<file path="src/rtl/core/gsc_pkg.sv">
`timescale 1ns / 1ps

package gsc_pkg;

  // Fixed field widths
  localparam int unsigned PIX_W     = 8;
  localparam int unsigned TOTAL_W   = 24;
  localparam int unsigned CFG_IDX_W = 3;
  localparam int unsigned CFG_DAT_W = 20;
  localparam int unsigned CHROMA_W  = 17;
  localparam int unsigned MAG_W     = 17;
  localparam int unsigned INV_W     = 20;
  localparam int unsigned NORM_W    = 25;
  localparam int unsigned SQ_W      = 2 * NORM_W;
  localparam int unsigned SUM_W     = 10;
  localparam int unsigned QUO_W     = 9;

  // Cb/Cr coefficients, Q0.8 rounded to nearest
  localparam logic signed [17:0] CB_R = -18'sd43;
  localparam logic signed [17:0] CB_G = -18'sd85;
  localparam logic signed [17:0] CB_B = 18'sd128;
  localparam logic signed [17:0] CR_R = 18'sd128;
  localparam logic signed [17:0] CR_G = -18'sd107;
  localparam logic signed [17:0] CR_B = -18'sd21;

  // Reference mask red above this marks true skin
  localparam logic [PIX_W-1:0] REF_SKIN_MIN = 8'd5;
  localparam logic [PIX_W-1:0] PAINT_FULL   = 8'd255;

  // Register reset values
  localparam logic [INV_W-1:0] INV_DEV_RESET = 20'd4096;
  localparam logic [INV_W-1:0] THRESH_RESET  = 20'd2048;

  // Register indexes
  typedef enum logic [CFG_IDX_W-1:0] {
    CFG_COLOR_MODE     = 3'd0,
    CFG_MEAN_FIRST     = 3'd1,
    CFG_MEAN_SECOND    = 3'd2,
    CFG_INV_DEV_FIRST  = 3'd3,
    CFG_INV_DEV_SECOND = 3'd4,
    CFG_DIST_THRESHOLD = 3'd5
  } cfg_idx_e;

  // Color conversion modes
  typedef enum logic {
    MODE_CHROMATIC = 1'b0,
    MODE_CBCR      = 1'b1
  } color_mode_e;

  typedef struct packed {
    color_mode_e        color_mode;
    logic signed [15:0] mean_first;
    logic signed [15:0] mean_second;
    logic [INV_W-1:0]   inv_dev_first;
    logic [INV_W-1:0]   inv_dev_second;
    logic [INV_W-1:0]   dist_threshold;
  } cfg_t;

  // One classified pixel in the queue
  typedef struct packed {
    logic             skin;
    logic             ref_skin;
    logic [PIX_W-1:0] red;
    logic [PIX_W-1:0] green;
    logic [PIX_W-1:0] blue;
  } qent_t;

  typedef struct packed {
    logic  valid;
    qent_t data;
  } push_t;

  typedef struct packed {
    logic full;
    logic empty;
  } qstat_t;

endpackage

</file>
<file path="src/rtl/core/gsc_queue.sv">
`timescale 1ns / 1ps

module gsc_queue
  import gsc_pkg::*;
(
  input  logic   clk_i,
  input  logic   rst_ni,
  input  push_t  push_i,
  input  logic   pop_i,
  output qstat_t qstat_o,
  output qent_t  head_o
);

  qent_t      mem_q [2];
  logic       wr_ptr_q, rd_ptr_q;
  logic [1:0] count_q;
  logic       do_push, do_pop;

  assign qstat_o.full  = (count_q == 2'd2);
  assign qstat_o.empty = (count_q == 2'd0);
  assign do_push       = push_i.valid && !qstat_o.full;
  assign do_pop        = pop_i && !qstat_o.empty;
  assign head_o        = mem_q[rd_ptr_q];

  // Advance pointers and occupancy
  always_ff @(posedge clk_i or negedge rst_ni) begin
    if (!rst_ni) begin
      wr_ptr_q <= 1'b0;
      rd_ptr_q <= 1'b0;
      count_q  <= 2'd0;
    end else begin
      if (do_push) wr_ptr_q <= ~wr_ptr_q;
      if (do_pop) rd_ptr_q <= ~rd_ptr_q;
      case ({do_push, do_pop})
        2'b10:   count_q <= count_q + 2'd1;
        2'b01:   count_q <= count_q - 2'd1;
        default: count_q <= count_q;
      endcase
    end
  end

  // Store entry
  always_ff @(posedge clk_i) begin
    if (do_push) mem_q[wr_ptr_q] <= push_i.data;
  end

endmodule

</file>
<file path="config.mk">
export PLATFORM = sky130hd
export DESIGN_NAME = gsc_queue
export DESIGN_NICKNAME = d
export VERILOG_FILES = /design/src/rtl/core/gsc_pkg.sv /design/src/rtl/core/gsc_queue.sv
export SDC_FILE = /design/constraint.sdc
export NUM_CORES = 1
export LEC_CHECK = 0
export ABC_CLOCK_PERIOD_IN_PS = 2300
export BUFFER_PORTS_ARGS = -buffer_cell sky130_fd_sc_hd__buf_2
export CORE_AREA = 8 8 76 78
export CTS_BUF_LIST = sky130_fd_sc_hd__clkbuf_4
export CTS_CLUSTER_DIAMETER = 200
export CTS_CLUSTER_SIZE = 16
export DETAILED_ROUTE_END_ITERATION = 16
export DIE_AREA = 0 0 84 86
export GPL_TIMING_DRIVEN = 0
export PLACE_DENSITY = 0.76
export SLEW_MARGIN = 25
export SYNTH_ARGS = -nofsm -noshare
export SYNTH_HDL_FRONTEND = slang
export SYNTH_SLANG_ARGS = --single-unit
</file>
<file path="constraint.sdc">
create_clock -name clk_i -period 2.3 [get_ports clk_i]
set_input_delay 0 -clock clk_i [delete_from_list [all_inputs] [get_ports clk_i]]
set_output_delay 0 -clock clk_i [all_outputs]
set_load 0.05 [all_outputs]
</file>
==> metrics.yaml <==
run_status:
  outcome: "complete, no violations"
timing:
  relSlewSlack_pct: 56.8
  finalSetupViolCount: 0
  min_period_over_period_pct: 70.8
  fmax_mhz: 614
  worstMarginPinSlew_ns: 0.649
  fin_ws_ns: 0.671
  slew_viol_final: 0
  hold_violations: 0
  rsz0062_at_grt: "false"
  skew_ns: 0.0116
  fin_crit_ns: 1.63
final_layout:
  regArea_um2: 1660
  drive_gt1_share_pct: 50.0
  layout_commonest_cell: "buf_2"
  multi_input_area_um2: 465
  area_growth_pct: 34.9
  final_cell_mix: "buf_2 (57), edfxtp_1 (52), dlygate4sd3_1 (29)"
  antenna_cells: 0
  fillers: 328
  finalNonFillerCells: 248
  finish.utilization_pct: 63.8
  finalNetCount: 224
drt:
  route.detailed.drc: 0
  ant_nets: 0
  first_pass_iters: 3
  vias_per_cell: 4.71
  vias: 1169
  wirelength_um: 3980
  avgRoutedWirePerCell_um: 16.0
  initialDrtViolationCount: 76
power:
  power_frac_clock_pct: 12.9
  power_frac_seq_pct: 37.5
  peakVddDrop_mv: 1.12
  switching_share_pct: 41.6
  p_leak_nw: 1.19
  comb_power_share_pct: 49.6
  p_int_mw: 2.32
  powerDensity_nw_per_um2: 1350
  switching_power_mw: 1.65
yosys:
  synthAdderAreaFrac_pct: 0.576
  ys_seq_area_share_pct: 76.5
  syn-cell-area_um2: 2170
  synth_area_per_cell_um2: 22.0
  synth_cell_types: 15
  synth-seq-cells: 56
  synth_warnings: 0
  synth_top_area_share_pct: 71.8
  synth_top_family_by_area: "multiplexers"
  synth-xor-area-share_pct: 2.01
  synth_compound_area_share_pct: 0
  synth_cells: 99
  synth-simple-area-share_pct: 1.67
  synthesis.nets: 130
  synth_mux_area_share_pct: 16.8
  synth_area_leaders: "edfxtp_1 (72%), mux2_4 (13%), dfrtp_1 (4.6%)"
  synth.largest_area_cell: "edfxtp_1"
hold_path:
  worstHoldPathType: "in2reg"
  holdPathEnd: "wr_ptr_q$_DFFE_PN0N_"
  worstHoldStart: "push_i[26]"
  hold_depth: 3
worst_setup_path:
  startpoint_type: "flip-flop"
  arrival_ns: 1.64
  r2r_setup_slack_ns: 0.67
  worst_r2r_path_depth: 2
  r2r-start: "count_q[0]$_DFFE_PN0P_"
  crit_start: "count_q[0]$_DFFE_PN0P_"
  crit_fanout: 26
  endpoint_kind: "flip-flop"
  cp_data_required_time_ns: 2.31
  crit_type: "reg2reg"
  r2r_end: "mem_q[1][13]$_DFFE_PP_"
global_routing:
  grt_max_degree: 27
  grt_pass1_vias: 1380
  grt_pass1_wl_um: 6570
  antenna_found_initial: 0
  track_usage_pct: 11.5
  grt_overflow_total: 0
floorplanning:
  fp.dieW_um: 84
  die-area_um2: 7220
  rows: 25
  initial_core_util_pct: 47.3
  die_h_um: 86
  ios: 58
  core_region_area_um2: 4600
clocking:
  cts-root-buf: "clkbuf_4"
  htreeDepth: 2
  worstSkewPairLatency_ns: 0.36
  ctsResizeCount: 0
  path_clk_slew_ns: 0.15
  clockBufferDepth: 2
  cts_tree: "done"
  cts_inserted_buffers: 5
  cts_sinks: 56
place:
  port-buffer-count: 57
  dpl.hpwl_um: 2760
  placedCellCount: 211
  finalWeightedCongestion: 0.669
  dp_slack_ns: 0.693
run:
  max_cap_violations: 0
-- sequential cells by signal, summed over array words and instances, names as in the netlist --
signal	count
wr_ptr_q	1
rd_ptr_q	1
count_q	2
mem_q	52
-- what timing repair did --
item / CTS / global route
buffers inserted: 0 / 0
hold buffers: 29 / 0
endpoints found under the hold margin: 57 / 0
-- worst max-delay path, cell delays in order, from the launching register on --
cell and delay (ns):
dfrtp_1 0.47, nand2b_1 0.16, and3_2 0.63
-- metrics by stage --
stage          TNS, ns  hold WS (ns)  instance area, um^2  total power [mW]
2_1_floorplan        0        -0.296                 2170              3.05
3_3_place_gp    -10.72        -0.196                 2530              3.37
3_5_place_dp         0        -0.191                 2560              3.46
4_1_cts              0       0.00881                 2930              4.01
5_1_grt              0        0.0357                 2930              4.16
6_report             0        0.0367                 2930              3.96
-- metal layers --
metal	global-route usage, %	share of wire [%]	up-vias
li1	-	-	565
met1	11.7	40	558
met2	21.0	52	42
met3	5.12	7.1	4
met4	2.83	0.65	0
met5	0	0	-
-- Yosys cell counts --
library cell  count
xor2_1            2
nand2b_1          1
nor2_1            3
nand2_1           1
ha_1              1
nor2b_2           1
inv_1             1
mux2_2            7
and3_1            1
mux2_4           19
buf_12            2
edfxtp_1         52
dfrtp_1           4
xnor2_1           3
buf_6             1
-- layout make-up --
| type | count | area share [%] |
|---|---|---|
| clock inverter | 3 | 1.45 |
| buffer | 3 | 1.75 |
| tap | 54 | 2.30 |
| multi-input combinational | 39 | 15.9 |
| inverter | 1 | 0.128 |
| timing repair buffer | 87 | 20.6 |
| sequential | 56 | 56.7 |
| clock buffer | 5 | 1.28 |
-- cell families (layout without fill, tap and decap cells) --
logic type,count (synthesis),after routing
multiplexers,26,26
adder cells (fa/ha/maj),1,1
XOR/XNOR,5,5
buffers and inverters,4,99
flip-flops,56,56
AND/OR/NAND/NOR,7,7
-- power groups by stage --
stage | logic [mW] | registers [mW] | clock network [mW]
4_1_cts | 1.99 | 1.49 | 0.532
2_1_floorplan | 1.56 | 1.48 | 0
5_1_grt | 2.08 | 1.51 | 0.568
3_3_place_gp | 1.87 | 1.50 | 0
3_5_place_dp | 1.95 | 1.51 | 0
6_report | 1.96 | 1.49 | 0.513
-- worst max path at each step --
stage	end	slack, ns	depth (start not counted)
after floorplan	mem_q[0][0]$_DFFE_PP_	0.15	3
after global placement	mem_q[0][1]$_DFFE_PP_	-0.41	3
after detailed placement	mem_q[1][7]$_DFFE_PP_	0.69	2
after CTS	mem_q[1][1]$_DFFE_PP_	0.67	2
after global routing	mem_q[1][19]$_DFFE_PP_	0.54	2
final	mem_q[1][13]$_DFFE_PP_	0.67	2
Note: power is estimated with default switching activity, not from simulation.
