==> config.mk <==
export PLATFORM = sky130hd
export DESIGN_NAME = gsc_back_flat
export DESIGN_NICKNAME = d
export VERILOG_FILES = /design/src/rtl/core/gsc_pkg.sv /design/src/rtl/core/gsc_if.sv /design/src/rtl/core/gsc_back.sv /design/src/flat_wrapper.sv
export SDC_FILE = /design/constraint.sdc
export NUM_CORES = 1
export LEC_CHECK = 0
export BUFFER_PORTS_ARGS = -buffer_cell sky130_fd_sc_hd__clkbuf_2
export CORE_MARGIN = 1
export CORE_UTILIZATION = 52
export CTS_CLUSTER_SIZE = 20
export DETAILED_ROUTE_END_ITERATION = 12
export GPL_ROUTABILITY_DRIVEN = 0
export GPL_TIMING_DRIVEN = 0
export PLACE_DENSITY = 0.86
export SETUP_SLACK_MARGIN = 0.1
export SKIP_LAST_GASP = 1
export SLEW_MARGIN = 5
export SYNTH_ARGS = -nofsm -noshare
export SYNTH_HDL_FRONTEND = slang
export SYNTH_SLANG_ARGS = --single-unit
export TNS_END_PERCENT = 1
==> constraint.sdc <==
create_clock -name clk_i -period 2.25 [get_ports clk_i]
set_input_delay 0.45 -clock clk_i [delete_from_list [all_inputs] [get_ports clk_i]]
set_output_delay 0.45 -clock clk_i [all_outputs]
set_load 0.02 [all_outputs]
==> src/rtl/core/gsc_pkg.sv <==
`timescale 1ns / 1ps

package gsc_pkg;

  // Fixed field widths
  localparam int unsigned PIX_W     = 8;
  localparam int unsigned TOTAL_W   = 24;
  localparam int unsigned CFG_IDX_W = 3;
  localparam int unsigned CFG_DAT_W = 20;
  localparam int unsigned CHROMA_W  = 17;
  localparam int unsigned MAG_W     = 17;
  localparam int unsigned INV_W     = 20;
  localparam int unsigned NORM_W    = 25;
  localparam int unsigned SQ_W      = 2 * NORM_W;
  localparam int unsigned SUM_W     = 10;
  localparam int unsigned QUO_W     = 9;

  // Cb/Cr coefficients, Q0.8 rounded to nearest
  localparam logic signed [17:0] CB_R = -18'sd43;
  localparam logic signed [17:0] CB_G = -18'sd85;
  localparam logic signed [17:0] CB_B = 18'sd128;
  localparam logic signed [17:0] CR_R = 18'sd128;
  localparam logic signed [17:0] CR_G = -18'sd107;
  localparam logic signed [17:0] CR_B = -18'sd21;

  // Reference mask red above this marks true skin
  localparam logic [PIX_W-1:0] REF_SKIN_MIN = 8'd5;
  localparam logic [PIX_W-1:0] PAINT_FULL   = 8'd255;

  // Register reset values
  localparam logic [INV_W-1:0] INV_DEV_RESET = 20'd4096;
  localparam logic [INV_W-1:0] THRESH_RESET  = 20'd2048;

  // Register indexes
  typedef enum logic [CFG_IDX_W-1:0] {
    CFG_COLOR_MODE     = 3'd0,
    CFG_MEAN_FIRST     = 3'd1,
    CFG_MEAN_SECOND    = 3'd2,
    CFG_INV_DEV_FIRST  = 3'd3,
    CFG_INV_DEV_SECOND = 3'd4,
    CFG_DIST_THRESHOLD = 3'd5
  } cfg_idx_e;

  // Color conversion modes
  typedef enum logic {
    MODE_CHROMATIC = 1'b0,
    MODE_CBCR      = 1'b1
  } color_mode_e;

  typedef struct packed {
    color_mode_e        color_mode;
    logic signed [15:0] mean_first;
    logic signed [15:0] mean_second;
    logic [INV_W-1:0]   inv_dev_first;
    logic [INV_W-1:0]   inv_dev_second;
    logic [INV_W-1:0]   dist_threshold;
  } cfg_t;

  // One classified pixel in the queue
  typedef struct packed {
    logic             skin;
    logic             ref_skin;
    logic [PIX_W-1:0] red;
    logic [PIX_W-1:0] green;
    logic [PIX_W-1:0] blue;
  } qent_t;

  typedef struct packed {
    logic  valid;
    qent_t data;
  } push_t;

  typedef struct packed {
    logic full;
    logic empty;
  } qstat_t;

endpackage

==> src/rtl/core/gsc_if.sv <==


interface gsc_result_if;
  import gsc_pkg::*;
  logic               valid;
  logic               ready;
  logic               is_skin;
  logic [PIX_W-1:0]   out_red;
  logic [PIX_W-1:0]   out_green;
  logic [PIX_W-1:0]   out_blue;
  logic [TOTAL_W-1:0] skin_total;
  logic [TOTAL_W-1:0] nonskin_total;
  logic [TOTAL_W-1:0] false_pos_total;
  logic [TOTAL_W-1:0] false_neg_total;
  modport source (output valid, is_skin, out_red, out_green, out_blue, skin_total,
                  nonskin_total, false_pos_total, false_neg_total, input ready);
  modport sink   (input valid, is_skin, out_red, out_green, out_blue, skin_total,
                  nonskin_total, false_pos_total, false_neg_total, output ready);
endinterface


==> src/rtl/core/gsc_back.sv <==
`timescale 1ns / 1ps

module gsc_back
  import gsc_pkg::*;
#(
  parameter int unsigned COUNT_WIDTH = 24
) (
  input  logic          clk_i,
  input  logic          rst_ni,
  input  qstat_t        qstat_i,
  input  qent_t         head_i,
  output logic          pop_o,
  gsc_result_if.source  result_o
);

  logic                   out_valid_q;
  logic                   is_skin_q;
  logic [PIX_W-1:0]       red_q, green_q, blue_q;
  logic [COUNT_WIDTH-1:0] skin_cnt_q, nonskin_cnt_q, fp_cnt_q, fn_cnt_q;

  function automatic logic [COUNT_WIDTH-1:0] sat_inc(input logic [COUNT_WIDTH-1:0] v);
    sat_inc = (v == '1) ? v : v + COUNT_WIDTH'(1);
  endfunction

  assign pop_o = !qstat_i.empty && (!out_valid_q || result_o.ready);

  // Track output register occupancy and counters
  always_ff @(posedge clk_i or negedge rst_ni) begin
    if (!rst_ni) begin
      out_valid_q   <= 1'b0;
      skin_cnt_q    <= '0;
      nonskin_cnt_q <= '0;
      fp_cnt_q      <= '0;
      fn_cnt_q      <= '0;
    end else begin
      if (pop_o) begin
        out_valid_q <= 1'b1;
        if (head_i.skin) skin_cnt_q <= sat_inc(skin_cnt_q);
        else nonskin_cnt_q <= sat_inc(nonskin_cnt_q);
        if (head_i.skin && !head_i.ref_skin) fp_cnt_q <= sat_inc(fp_cnt_q);
        if (!head_i.skin && head_i.ref_skin) fn_cnt_q <= sat_inc(fn_cnt_q);
      end else if (result_o.ready) begin
        out_valid_q <= 1'b0;
      end
    end
  end

  // Paint skin pixels pure red
  always_ff @(posedge clk_i) begin
    if (pop_o) begin
      is_skin_q <= head_i.skin;
      red_q     <= head_i.skin ? PAINT_FULL : head_i.red;
      green_q   <= head_i.skin ? '0 : head_i.green;
      blue_q    <= head_i.skin ? '0 : head_i.blue;
    end
  end

  assign result_o.valid           = out_valid_q;
  assign result_o.is_skin         = is_skin_q;
  assign result_o.out_red         = red_q;
  assign result_o.out_green       = green_q;
  assign result_o.out_blue        = blue_q;
  assign result_o.skin_total      = TOTAL_W'(skin_cnt_q);
  assign result_o.nonskin_total   = TOTAL_W'(nonskin_cnt_q);
  assign result_o.false_pos_total = TOTAL_W'(fp_cnt_q);
  assign result_o.false_neg_total = TOTAL_W'(fn_cnt_q);

endmodule

==> src/flat_wrapper.sv <==
// flat-port wrapper written by rule: the top's interface ports become plain ports
module gsc_back_flat import gsc_pkg::*;
#(
  parameter int unsigned COUNT_WIDTH = 24
)
  (clk_i, rst_ni, qstat_i, head_i, pop_o, result_o_valid, result_o_is_skin, result_o_out_red, result_o_out_green, result_o_out_blue, result_o_skin_total, result_o_nonskin_total, result_o_false_pos_total, result_o_false_neg_total, result_o_ready);
  gsc_result_if result_o_i ();
  input  logic clk_i;
  input  logic rst_ni;
  input  qstat_t qstat_i;
  input  qent_t head_i;
  output logic pop_o;
  output wire logic [$bits(result_o_i.valid)-1:0] result_o_valid;
  output wire logic [$bits(result_o_i.is_skin)-1:0] result_o_is_skin;
  output wire logic [$bits(result_o_i.out_red)-1:0] result_o_out_red;
  output wire logic [$bits(result_o_i.out_green)-1:0] result_o_out_green;
  output wire logic [$bits(result_o_i.out_blue)-1:0] result_o_out_blue;
  output wire logic [$bits(result_o_i.skin_total)-1:0] result_o_skin_total;
  output wire logic [$bits(result_o_i.nonskin_total)-1:0] result_o_nonskin_total;
  output wire logic [$bits(result_o_i.false_pos_total)-1:0] result_o_false_pos_total;
  output wire logic [$bits(result_o_i.false_neg_total)-1:0] result_o_false_neg_total;
  input wire logic [$bits(result_o_i.ready)-1:0] result_o_ready;
  assign result_o_valid = result_o_i.valid;
  assign result_o_is_skin = result_o_i.is_skin;
  assign result_o_out_red = result_o_i.out_red;
  assign result_o_out_green = result_o_i.out_green;
  assign result_o_out_blue = result_o_i.out_blue;
  assign result_o_skin_total = result_o_i.skin_total;
  assign result_o_nonskin_total = result_o_i.nonskin_total;
  assign result_o_false_pos_total = result_o_i.false_pos_total;
  assign result_o_false_neg_total = result_o_i.false_neg_total;
  assign result_o_i.ready = result_o_ready;
  gsc_back #(.COUNT_WIDTH(COUNT_WIDTH)) u_core (.clk_i(clk_i), .rst_ni(rst_ni), .qstat_i(qstat_i), .head_i(head_i), .pop_o(pop_o), .result_o(result_o_i));
endmodule
==> metrics.txt <==
I/O Pins=154; Core Util, Final=approximately 70%; crit path max-delay cell type=a2111oi_4; fillcell total=a little under 800; DPL Wire Length=between 9000 and 10000 um; sequential area share after synthesis=56.8%; clock slew at reported path FFs=0.06 ns; RSZ-0062 raised after global routing=true; Critical Path AT=2.53 ns; Crit. End Element=register; footprint of the multi-input gates=roughly 2400 um^2; CP dominant cell by count=and4_1; Worst slew margin=55.7%; share of cells above drive strength 1=33.2%; Max-Cap Viols=0; antenna violations before repair=0; DR DRC count=0; input/output buffers=152; asr flop ratio synth=79.5%; Post-synth EDFFs=25; first-pass GRT wire length=21400 um; crit path max fanout=6; #FFs+latches synth=122; sequential cell area=3180 um^2; Num CTS Buffers=17; top cells by area, synth=dfrtp_1 (43%), edfxtp_1 (13%), xnor2_1 (8.6%); Synth area leader=dfrtp_1; Hold WS=0.181 ns; Die ar.=11200 um^2; worst-skew pair later-pin latency=between 0.5 and 0.6 ns; r2r setup slk=roughly 0.13 ns; R2R cell count=6; Max rail drop VDD=941 uV; Via density=5.56; count of cell types in the netlist=41; final setup violation count=0; total gr overflow=0; clock sinks=~120; Yosys warnings=0; CP Class=reg2reg; worst slack at placement=-0.113 ns; Setup Skew=0.00854 ns; Min-Delay Startpoint=head_i[25]; Synth-to-Final Area Change=30.3%; Required @ worst endpoint=2.66 ns; core area=about 10000 um^2; Hold Crit Depth=1; Power Density=911 nW/um^2; GRT Util Overall=24.8%; diodes inserted=0; count of final hold-check violations=0; Highest Clock Rate=roughly 470 MHz; Routed WL=about 13000 um; Worst-Margin Slew=0.658 ns; Cells after Synth=486; via count=4509; Tcrit/Tclk final=94.3%; min-delay worst type=in2reg; Syn Nets=521; syn avg cell area=11.5 um^2; Row Count=37; DR pass1 iterations=4; delay-heaviest family, CP=simple AND/OR/NAND/NOR gates; commonest non-fill, non-tap cell in the layout=clkbuf_2; fin nets=around 700; capture point of the worst reg-to-reg path=u_core.result_o.false_neg_total[15]$_DFFE_PN0P_; share of the synthesized area in the top cell type=43.4%; Initial Utilization=53.9%; Iteration-0 DRC Markers=159; Chip Width=106 um; TritonCTS clock tree=done; Most used DFF post-synth=dfrtp_1; outcome=completed; CTS Buffer Depth=2; FF-to-FF Start=u_core.result_o.false_neg_total[0]$_DFFE_PN0P_; CP max stage delay=0.56 ns; Slew Limit Fails=0; post-layout minimum cycle time=between 2 and 2.5 ns; Synth Cell Area=between 5000 and 6000 um^2; drt wl/cell=16.5 um; hold path endpoint=u_core.result_o.is_skin$_DFFE_PP_; vias in the first global route=4223; CTS root buf=clkbuf_8; Critical Path, Cell by Cell=ha_1 -> and4_1 -> and4_1 -> a2111oi_4 -> nand3_1 -> xnor2_1; Die H=106 um; Final ANT Viol Nets=0; number of buffers and inverters on the critical path=0; Worst setup SP type=register; commonest non-fill, non-tap cells in the layout=clkbuf_2 (152), dfrtp_1 (95), xnor2_1 (55); largest net degree at the start of global routing=55; Overall Power=6630 uW; LEAKAGE=0.00337 uW; final setup margin=about 0.13 ns; H-tree Lvls=4
-- cell families (layout without fill, tap and decap cells) --
family | after synthesis | count (layout) | synth area share [%]
adders and majority gates | 4 | 4 | 0.895
and+or+nand+nor | 236 | 237 | 22.9
muxes | 7 | 7 | 1.48
xor gates and xnor gates | 83 | 83 | 13.0
DFF | 122 | 122 | 56.8
AOI/OAI and AO/OA | 21 | 21 | 3.69
buffers and inverters | 13 | 201 | 1.16
-- report_power, final --
group / leakage (uW) / internal (uW) / switching [uW] / total, uW
Combinational: 0.00153 / 344 / 567 / 911
Clock: 0.000319 / 2010 / 974 / 2990
Sequential: 0.00153 / 2470 / 269 / 2730
-- layout make-up --
| type | count | share of cell area (%) |
|---|---|---|
| sequential | 122 | 43.7 |
| multi-input combinational | 352 | 32.8 |
| timing repair buffer | 156 | 11.2 |
| clock buffer | 22 | 6.94 |
| tap | 136 | 2.34 |
| clock inverter | 10 | 2.16 |
| buffer | 6 | 0.550 |
| inverter | 7 | 0.361 |
-- worst max-delay path by stage --
| stage | cells after the start | slack, ns | from | end |
|---|---|---|---|---|
| 6_report | 6 | 0.13 | u_core.result_o.false_neg_total[0]$_DFFE_PN0P_ | u_core.result_o.false_neg_total[15]$_DFFE_PN0P_ |
| 5_1_grt | 6 | 0.02 | u_core.result_o.false_neg_total[0]$_DFFE_PN0P_ | u_core.result_o.false_neg_total[21]$_DFFE_PN0P_ |
| 4_1_cts | 6 | 0.03 | u_core.result_o.false_pos_total[0]$_DFFE_PN0P_ | u_core.result_o.false_pos_total[17]$_DFFE_PN0P_ |
| 3_5_place_dp | 7 | -0.11 | head_i[25] | u_core.result_o.false_neg_total[19]$_DFFE_PN0P_ |
| 3_3_place_gp | 1 | -0.41 | rst_ni | u_core.result_o.valid$_DFFE_PN0P_ |
| 2_1_floorplan | 6 | 0.11 | u_core.result_o.skin_total[0]$_DFFE_PN0P_ | u_core.result_o.skin_total[1]$_DFFE_PN0P_ |
-- synthesized netlist by cell type, types with 3 or more instances --
| cell type | count |
|---|---|
| xor2_1 | 28 |
| or4_4 | 3 |
| and3_1 | 11 |
| and2_1 | 4 |
| nand2b_1 | 5 |
| nor2_1 | 32 |
| or2_2 | 10 |
| nand3_1 | 44 |
| o21a_1 | 4 |
| nor2b_1 | 18 |
| and4_1 | 10 |
| edfxtp_1 | 25 |
| ha_1 | 4 |
| nand4_1 | 29 |
| nor3_1 | 17 |
| mux2_2 | 6 |
| dfrtp_1 | 97 |
| a21oi_1 | 4 |
| nand2_1 | 41 |
| inv_1 | 7 |
| nor4_1 | 7 |
| xnor2_1 | 55 |
-- sequential cells by signal (all words and copies together), names as in the netlist --
signal / flops
u_core.result_o.skin_total: 24
u_core.result_o.valid: 1
u_core.result_o.is_skin: 1
u_core.result_o.nonskin_total: 24
u_core.result_o.out_blue: 8
u_core.result_o.out_green: 8
u_core.result_o.false_pos_total: 24
u_core.result_o.out_red: 8
u_core.result_o.false_neg_total: 24
-- worst reg2reg max path: cells and delay by family (launching register included) --
| kind | cells | cell delay (ns) |
|---|---|---|
| XOR/XNOR | 1 | 0.15 |
| AND/OR/NAND/NOR | 3 | 0.62 |
| flip-flops | 1 | 0.42 |
| adder cells (fa/ha/maj) | 1 | 0.26 |
| AO/OA/AOI/OAI | 1 | 0.56 |
-- metrics by stage --
step                      instances  setup TNS, ns  instance area (um^2)
after global routing            811              0                  7280
after detailed placement        775         -0.947                  6560
after floorplan                 486              0                  5590
after global placement          774         -39.32                  6530
final                           811              0                  7280
after CTS                       810              0                  7260
-- layer usage --
metal,GRT usage [%],vias to the layer above,share of wire [%]
met5,0,-,0
met4,8.83,0,1.7
met3,6.68,26,6.8
met2,40.5,208,49
met1,31.8,2182,42
li1,-,2093,-
-- what timing repair did --
item | 4_1_cts | 5_1_grt
buffers inserted | 1 | 1
gates cloned | 1 | 0
pin swaps | 1 | 2
endpoints found under the setup margin | 19 | 43
resized for setup | 3 | 4
hold buffers | 1 | 0
endpoints found under the hold margin | 43 | 0
No activity file was read; power rests on OpenSTA's default activity.
