File: config.mk
export PLATFORM = sky130hd
export DESIGN_NAME = gsc_front_flat
export DESIGN_NICKNAME = d
export VERILOG_FILES = /design/src/rtl/core/gsc_pkg.sv /design/src/rtl/core/gsc_if.sv /design/src/rtl/core/gsc_front.sv /design/src/flat_wrapper.sv
export SDC_FILE = /design/constraint.sdc
export NUM_CORES = 2
export LEC_CHECK = 0
export BUFFER_PORTS_ARGS = -buffer_cell sky130_fd_sc_hd__buf_4
export CAP_MARGIN = 25
export CORE_MARGIN = 2
export CORE_UTILIZATION = 47
export CTS_CLUSTER_DIAMETER = 30
export DETAILED_ROUTE_END_ITERATION = 10
export PLACE_DENSITY = 0.7
export SLEW_MARGIN = 5
export SYNTH_ARGS = -nofsm -noshare
export SYNTH_HDL_FRONTEND = slang
export SYNTH_SLANG_ARGS = --single-unit
File: constraint.sdc
create_clock -name clk_i -period 7.9 [get_ports clk_i]
set_input_delay 0.79 -clock clk_i [delete_from_list [all_inputs] [get_ports clk_i]]
set_output_delay 0.79 -clock clk_i [all_outputs]
set_load 0.01 [all_outputs]
File: src/rtl/core/gsc_pkg.sv
`timescale 1ns / 1ps

package gsc_pkg;

  // Fixed field widths
  localparam int unsigned PIX_W     = 8;
  localparam int unsigned TOTAL_W   = 24;
  localparam int unsigned CFG_IDX_W = 3;
  localparam int unsigned CFG_DAT_W = 20;
  localparam int unsigned CHROMA_W  = 17;
  localparam int unsigned MAG_W     = 17;
  localparam int unsigned INV_W     = 20;
  localparam int unsigned NORM_W    = 25;
  localparam int unsigned SQ_W      = 2 * NORM_W;
  localparam int unsigned SUM_W     = 10;
  localparam int unsigned QUO_W     = 9;

  // Cb/Cr coefficients, Q0.8 rounded to nearest
  localparam logic signed [17:0] CB_R = -18'sd43;
  localparam logic signed [17:0] CB_G = -18'sd85;
  localparam logic signed [17:0] CB_B = 18'sd128;
  localparam logic signed [17:0] CR_R = 18'sd128;
  localparam logic signed [17:0] CR_G = -18'sd107;
  localparam logic signed [17:0] CR_B = -18'sd21;

  // Reference mask red above this marks true skin
  localparam logic [PIX_W-1:0] REF_SKIN_MIN = 8'd5;
  localparam logic [PIX_W-1:0] PAINT_FULL   = 8'd255;

  // Register reset values
  localparam logic [INV_W-1:0] INV_DEV_RESET = 20'd4096;
  localparam logic [INV_W-1:0] THRESH_RESET  = 20'd2048;

  // Register indexes
  typedef enum logic [CFG_IDX_W-1:0] {
    CFG_COLOR_MODE     = 3'd0,
    CFG_MEAN_FIRST     = 3'd1,
    CFG_MEAN_SECOND    = 3'd2,
    CFG_INV_DEV_FIRST  = 3'd3,
    CFG_INV_DEV_SECOND = 3'd4,
    CFG_DIST_THRESHOLD = 3'd5
  } cfg_idx_e;

  // Color conversion modes
  typedef enum logic {
    MODE_CHROMATIC = 1'b0,
    MODE_CBCR      = 1'b1
  } color_mode_e;

  typedef struct packed {
    color_mode_e        color_mode;
    logic signed [15:0] mean_first;
    logic signed [15:0] mean_second;
    logic [INV_W-1:0]   inv_dev_first;
    logic [INV_W-1:0]   inv_dev_second;
    logic [INV_W-1:0]   dist_threshold;
  } cfg_t;

  // One classified pixel in the queue
  typedef struct packed {
    logic             skin;
    logic             ref_skin;
    logic [PIX_W-1:0] red;
    logic [PIX_W-1:0] green;
    logic [PIX_W-1:0] blue;
  } qent_t;

  typedef struct packed {
    logic  valid;
    qent_t data;
  } push_t;

  typedef struct packed {
    logic full;
    logic empty;
  } qstat_t;

endpackage

File: src/rtl/core/gsc_if.sv
`timescale 1ns / 1ps

interface gsc_pixel_if;
  import gsc_pkg::*;
  logic             valid;
  logic             ready;
  logic [PIX_W-1:0] red;
  logic [PIX_W-1:0] green;
  logic [PIX_W-1:0] blue;
  logic [PIX_W-1:0] ref_red;
  modport source (output valid, red, green, blue, ref_red, input ready);
  modport sink   (input valid, red, green, blue, ref_red, output ready);
endinterface


File: src/rtl/core/gsc_front.sv
`timescale 1ns / 1ps

module gsc_front
  import gsc_pkg::*;
(
  input  logic       clk_i,
  input  logic       rst_ni,
  gsc_pixel_if.sink  pixel_i,
  input  cfg_t       cfg_i,
  input  qstat_t     qstat_i,
  output push_t      push_o
);

  typedef enum logic [5:0] {
    ST_IDLE   = 6'b000001,
    ST_DIV    = 6'b000010,
    ST_DIFF   = 6'b000100,
    ST_SCALE  = 6'b001000,
    ST_SQUARE = 6'b010000,
    ST_PUSH   = 6'b100000
  } state_e;

  state_e state_q, state_d;
  logic [2:0] step_q;

  logic [PIX_W-1:0]           red_q, green_q, blue_q;
  logic                       ref_skin_q;
  logic                       valid_q;
  logic [SUM_W-1:0]           sum_q;
  logic [SUM_W-1:0]           rem1_q, rem2_q;
  logic [QUO_W-1:0]           quo1_q, quo2_q;
  logic signed [CHROMA_W-1:0] c1_q, c2_q;
  logic [MAG_W-1:0]           mag1_q, mag2_q;
  logic [NORM_W-1:0]          n1_q, n2_q;
  logic [SQ_W-1:0]            sq1_q, sq2_q;

  logic accept;
  assign pixel_i.ready = (state_q == ST_IDLE);
  assign accept = pixel_i.valid && pixel_i.ready;

  // Cb/Cr conversion of the incoming pixel
  logic signed [17:0] r_s, g_s, b_s, cb_w, cr_w;
  assign r_s  = signed'({10'b0, pixel_i.red});
  assign g_s  = signed'({10'b0, pixel_i.green});
  assign b_s  = signed'({10'b0, pixel_i.blue});
  assign cb_w = CB_R * r_s + CB_G * g_s + CB_B * b_s;
  assign cr_w = CR_R * r_s + CR_G * g_s + CR_B * b_s;

  // First quotient bit of the chromatic division: the component may equal the sum
  logic [SUM_W-1:0] sum_w, r_w, g_w;
  logic             qb1, qb2;
  assign sum_w = SUM_W'(pixel_i.red) + SUM_W'(pixel_i.green) + SUM_W'(pixel_i.blue);
  assign r_w   = SUM_W'(pixel_i.red);
  assign g_w   = SUM_W'(pixel_i.green);
  assign qb1   = (r_w >= sum_w);
  assign qb2   = (g_w >= sum_w);

  // One restoring step per cycle for both quotients
  logic [SUM_W:0] dbl1, dbl2;
  logic           ge1, ge2;
  logic [SUM_W:0] sub1, sub2;
  assign dbl1 = {rem1_q, 1'b0};
  assign dbl2 = {rem2_q, 1'b0};
  assign ge1  = (dbl1 >= {1'b0, sum_q});
  assign ge2  = (dbl2 >= {1'b0, sum_q});
  assign sub1 = ge1 ? (dbl1 - {1'b0, sum_q}) : dbl1;
  assign sub2 = ge2 ? (dbl2 - {1'b0, sum_q}) : dbl2;

  // Distance from the mean
  logic signed [17:0] diff1, diff2, neg1, neg2;
  assign diff1 = 18'(c1_q) - 18'(cfg_i.mean_first);
  assign diff2 = 18'(c2_q) - 18'(cfg_i.mean_second);
  assign neg1  = -diff1;
  assign neg2  = -diff2;

  // Scale by inverse deviation (Q8.12); the product's 12 fraction bits are dropped on store
  logic [MAG_W+INV_W-1:0] prod1, prod2;
  assign prod1 = (MAG_W+INV_W)'(mag1_q) * (MAG_W+INV_W)'(cfg_i.inv_dev_first);
  assign prod2 = (MAG_W+INV_W)'(mag2_q) * (MAG_W+INV_W)'(cfg_i.inv_dev_second);

  // Sum of squares against the threshold
  logic [SQ_W:0]   sq_sum;
  logic [SQ_W-8:0] sq_dist;
  logic            skin;
  assign sq_sum  = {1'b0, sq1_q} + {1'b0, sq2_q};
  assign sq_dist = sq_sum[SQ_W:8];
  assign skin    = valid_q && (sq_dist < (SQ_W-7)'(cfg_i.dist_threshold));

  assign push_o.valid         = (state_q == ST_PUSH);
  assign push_o.data.skin     = skin;
  assign push_o.data.ref_skin = ref_skin_q;
  assign push_o.data.red      = red_q;
  assign push_o.data.green    = green_q;
  assign push_o.data.blue     = blue_q;

  // Sequence one pixel at a time
  always_comb begin
    state_d = state_q;
    unique case (state_q)
      ST_IDLE: begin
        if (accept) begin
          if (cfg_i.color_mode == MODE_CHROMATIC && sum_w != '0) state_d = ST_DIV;
          else state_d = ST_DIFF;
        end
      end
      ST_DIV: begin
        if (step_q == 3'd7) state_d = ST_DIFF;
      end
      ST_DIFF:   state_d = ST_SCALE;
      ST_SCALE:  state_d = ST_SQUARE;
      ST_SQUARE: state_d = ST_PUSH;
      ST_PUSH: begin
        if (!qstat_i.full) state_d = ST_IDLE;
      end
      default:   state_d = ST_IDLE;
    endcase
  end

  always_ff @(posedge clk_i or negedge rst_ni) begin
    if (!rst_ni) begin
      state_q <= ST_IDLE;
      step_q  <= '0;
    end else begin
      state_q <= state_d;
      if (state_q == ST_DIV) step_q <= step_q + 3'd1;
      else step_q <= '0;
    end
  end

  // Datapath registers
  always_ff @(posedge clk_i) begin
    if (accept) begin
      red_q      <= pixel_i.red;
      green_q    <= pixel_i.green;
      blue_q     <= pixel_i.blue;
      ref_skin_q <= (pixel_i.ref_red > REF_SKIN_MIN);
      sum_q      <= sum_w;
      rem1_q     <= qb1 ? (r_w - sum_w) : r_w;
      rem2_q     <= qb2 ? (g_w - sum_w) : g_w;
      quo1_q     <= {8'b0, qb1};
      quo2_q     <= {8'b0, qb2};
      if (cfg_i.color_mode == MODE_CBCR) begin
        valid_q <= 1'b1;
        c1_q    <= cb_w[CHROMA_W-1:0];
        c2_q    <= cr_w[CHROMA_W-1:0];
      end else begin
        // black pixel in chromatic mode never classifies as skin
        valid_q <= (sum_w != '0);
        c1_q    <= '0;
        c2_q    <= '0;
      end
    end
    if (state_q == ST_DIV) begin
      rem1_q <= sub1[SUM_W-1:0];
      rem2_q <= sub2[SUM_W-1:0];
      quo1_q <= {quo1_q[QUO_W-2:0], ge1};
      quo2_q <= {quo2_q[QUO_W-2:0], ge2};
      if (step_q == 3'd7) begin
        c1_q <= signed'(CHROMA_W'({quo1_q[QUO_W-2:0], ge1}));
        c2_q <= signed'(CHROMA_W'({quo2_q[QUO_W-2:0], ge2}));
      end
    end
    if (state_q == ST_DIFF) begin
      mag1_q <= diff1[17] ? neg1[MAG_W-1:0] : diff1[MAG_W-1:0];
      mag2_q <= diff2[17] ? neg2[MAG_W-1:0] : diff2[MAG_W-1:0];
    end
    if (state_q == ST_SCALE) begin
      n1_q <= prod1[MAG_W+INV_W-1:12];
      n2_q <= prod2[MAG_W+INV_W-1:12];
    end
    if (state_q == ST_SQUARE) begin
      sq1_q <= SQ_W'(n1_q) * SQ_W'(n1_q);
      sq2_q <= SQ_W'(n2_q) * SQ_W'(n2_q);
    end
  end

endmodule

File: src/flat_wrapper.sv
// flat-port wrapper written by rule: the top's interface ports become plain ports
module gsc_front_flat import gsc_pkg::*;
  (clk_i, rst_ni, cfg_i, qstat_i, push_o, pixel_i_valid, pixel_i_red, pixel_i_green, pixel_i_blue, pixel_i_ref_red, pixel_i_ready);
  gsc_pixel_if pixel_i_i ();
  input  logic clk_i;
  input  logic rst_ni;
  input  cfg_t cfg_i;
  input  qstat_t qstat_i;
  output push_t push_o;
  input wire logic [$bits(pixel_i_i.valid)-1:0] pixel_i_valid;
  input wire logic [$bits(pixel_i_i.red)-1:0] pixel_i_red;
  input wire logic [$bits(pixel_i_i.green)-1:0] pixel_i_green;
  input wire logic [$bits(pixel_i_i.blue)-1:0] pixel_i_blue;
  input wire logic [$bits(pixel_i_i.ref_red)-1:0] pixel_i_ref_red;
  output wire logic [$bits(pixel_i_i.ready)-1:0] pixel_i_ready;
  assign pixel_i_i.valid = pixel_i_valid;
  assign pixel_i_i.red = pixel_i_red;
  assign pixel_i_i.green = pixel_i_green;
  assign pixel_i_i.blue = pixel_i_blue;
  assign pixel_i_i.ref_red = pixel_i_ref_red;
  assign pixel_i_ready = pixel_i_i.ready;
  gsc_front u_core (.clk_i(clk_i), .rst_ni(rst_ni), .pixel_i(pixel_i_i), .cfg_i(cfg_i), .qstat_i(qstat_i), .push_o(push_o));
endmodule
==> metrics.yaml <==
status:
  status: "finished clean"
timing:
  fin_crit_ns: 7.65
  final-hold-violation-count: 0
  slew_headroom_pct: 31.6
  worst_pin_slew_ns: 1.02
  setup_ws_ns: 0.248
  finalSetupViolCount: 0
  max_freq_mhz: 131
  timing.final.crit_share_pct: 96.9
  slew_violations: 0
  finClkSkew_ns: 0.0558
logic_synthesis:
  synth_edf_count: 252
  avgSynthCellArea_um2: 9.40
  synth_top_flop_cell: "edfxtp_1"
  synth_warnings: 0
  netlist_area_mm2: 0.0782
  syn_inst: 8322
  synth_fp_nets: 10900
  seq_area_frac_synth_pct: 10.8
  synth-seq-cells: 295
  synth-async-reset-ratio_pct: 3.05
  netlist-cell-type-count: 88
critical_path:
  path_class: "flip-flop to flip-flop"
  cp.required_ns: 8.32
  cp-start-kind: "flip-flop"
  crit_path_end_kind: "flip-flop"
  cp_max_fo: 12
  arrival_ns: 8.08
die:
  core-area_mm2: 0.165
  row_count: 149
  start_util_pct: 47.4
  pin_count: 158
  fp.dieW_um: 412
  die_h_um: 412
  die-area_mm2: 0.170
clock_tree:
  clk_root_buffer_cell: "clkbuf_16"
  cts_tree: "done"
  insertion_delay_ns: 0.68
  numCtsBuffers: 75
  cts.sinks: 295
  cts-htree-levels: 3
  clk_pin_slew_ns: 0.05
  clockBufferDepth: 3
final_layout:
  fillers: 14900
  drive_gt1_share_pct: 6.79
  area_growth_pct: 9.67
  multi_input_area_mm2: 0.0610
  layout_commonest_cell: "inv_1"
  num-nets-final: 11200
  seqCellArea_mm2: 0.00847
  most-common-layout-cells: "inv_1 (2,106), fa_1 (1,560), ha_1 (933), nand2_1 (906), and2_1 (488)"
  diodes: 0
route:
  viasPerCell: 5.22
  num_vias: 56300
  ant_nets: 0
  routed_wl_mm: 189
  dr.pass1.iters: 6
  dr.first_iter.drc_count: 3382
  wl_per_cell_um: 17.6
  drcViolationCount: 0
global_routing:
  antenna_found_initial: 2
  grt_overflow: 0
  grt_max_degree: 55
  grt_pass1_wl_mm: 314
  track_usage_pct: 23.1
  grt_pass1_vias: 62600
placement:
  port_buffers: 155
  hpwl_mm: 158
  gp_congestion: 0.933
  place_ws_ns: -0.0435
hold_path:
  holdCritPathClass: "input port to flip-flop"
job:
  timing.max_cap.violations: 0
[worst max-delay path, stage by stage, from the launching register on]
cell       delay [ns]
edfxtp_1         0.49
buf_4            0.30
nand2_1          0.14
fa_1             0.44
fa_1             0.52
inv_1            0.05
fa_1             0.54
inv_1            0.06
fa_1             0.50
inv_1            0.06
fa_1             0.54
inv_1            0.05
fa_1             0.49
inv_1            0.05
fa_1             0.60
ha_4             0.25
and3_1           0.17
and3_1           0.21
o2111ai_1        0.13
a31oi_2          0.13
o41ai_4          0.44
o211ai_1         0.17
o211ai_1         0.25
o211ai_1         0.18
a221o_1          0.37
a21oi_1          0.18
xnor2_1          0.08
[state kept, by name (all words and copies together), names as in the netlist, 10 cells and up]
name           count
u_core.c1_q       17
u_core.n1_q       25
u_core.mag1_q     17
u_core.mag2_q     17
u_core.sq1_q      48
u_core.rem1_q     10
u_core.n2_q       25
u_core.sq2_q      48
u_core.rem2_q     10
u_core.sum_q      10
u_core.c2_q       17
[cell type report]
| cell class | count | area share [%] |
|---|---|---|
| sequential | 295 | 9.88 |
| multi-input combinational | 5654 | 71.0 |
| clock inverter | 46 | 0.694 |
| timing repair buffer | 391 | 3.66 |
| clock buffer | 89 | 2.32 |
| inverter | 2109 | 9.22 |
| tap | 2189 | 3.19 |
[stage by stage]
stage | area (um^2) | hold slack [ns] | instances | utilization (%) | TNS, ns
after floorplan | 78300 | 0.410 | 8322 | - | 0
after global placement | 82700 | 0.421 | 10600 | 50.0 | -0.0203
after detailed placement | 82700 | 0.447 | 10600 | 50.0 | -0.0435
after CTS | 85300 | 0.283 | 10700 | 51.6 | 0
after global routing | 85800 | 0.310 | 10800 | 52.0 | -0.0836
final | 85800 | 0.333 | 10800 | 52.0 | 0
[synthesized netlist by cell type (8+ instances only)]
cell / count / area [um^2]
and3_1: 32 / 200
nand4_1: 30 / 188
ha_1: 935 / 11700
o21bai_1: 38 / 285
o21ai_1: 18 / 90.1
or3_1: 15 / 93.8
fa_1: 1561 / 31200
dfxtp_1: 34 / 681
o211ai_1: 18 / 135
nand2_1: 908 / 3410
clkbuf_1: 250 / 938
nor3_1: 48 / 240
o2111ai_1: 8 / 70.1
nor3b_1: 18 / 135
a221oi_1: 12 / 105
xnor2_1: 213 / 1870
a211oi_1: 25 / 188
and2_1: 488 / 3050
a21oi_1: 226 / 1130
a22oi_1: 9 / 67.6
a21boi_0: 14 / 105
mux2i_1: 41 / 410
a21o_1: 117 / 878
nor2b_1: 51 / 319
o31a_1: 8 / 70.1
edfxtp_1: 252 / 7570
o21a_1: 31 / 233
o21ai_0: 124 / 621
nand2b_1: 33 / 206
dfrtp_1: 8 / 200
o31ai_1: 21 / 158
a31oi_1: 37 / 231
nand3_1: 71 / 355
inv_1: 2106 / 7910
nor2_1: 274 / 1030
or2_2: 21 / 131
xor2_1: 91 / 797
[metal layers]
metal,track usage [%],part of all wire (%)
met2,40.4,50
met1,29.6,41
met4,6.79,2.8
met3,3.63,6.6
met5,0,0
[worst paths after layout]
check,start,endpoint,slack [ns],depth (start not counted)
hold / removal,pixel_i_valid,u_core.state_q[0]$_DFFE_PN1P_,0.33,2
min in group asynchronous,rst_ni,u_core.state_q[3]$_DFFE_PN0P_,0.56,2
setup / recovery,u_core.n2_q[17]$_DFFE_PN_,u_core.sq2_q[49]$_DFFE_PP_,0.25,26
max in group asynchronous,rst_ni,u_core.state_q[0]$_DFFE_PN1P_,7.11,2
setup reg to reg,u_core.n2_q[17]$_DFFE_PN_,u_core.sq2_q[49]$_DFFE_PP_,0.25,26
hold reg to reg,u_core.step_q[0]$_DFF_PN0_,u_core.step_q[0]$_DFF_PN0_,0.45,1
[logic make-up (layout without fill, tap and decap cells)]
| logic type | after synthesis | in the layout | synth area share [%] |
|---|---|---|---|
| compound gates | 780 | 780 | 6.49 |
| xor+xnor | 304 | 304 | 3.40 |
| fa+ha+maj | 2496 | 2496 | 54.9 |
| buf+inv | 2373 | 2635 | 11.4 |
| flops | 295 | 295 | 10.8 |
| mux | 47 | 47 | 0.611 |
| simple gates | 2027 | 2027 | 12.4 |
[repair_timing]
action / in CTS / in global routing
buffers inserted: 5 / 39
pin swaps: 0 / 6
endpoints found under the setup margin: 1 / 16
resized for setup: 1 / 15
hold buffers: 1 / 0
hold endpoints to repair: 8 / 0
Power is not shown: default switching activity piles up to over one toggle a cycle in this logic, so the estimate is an artifact.
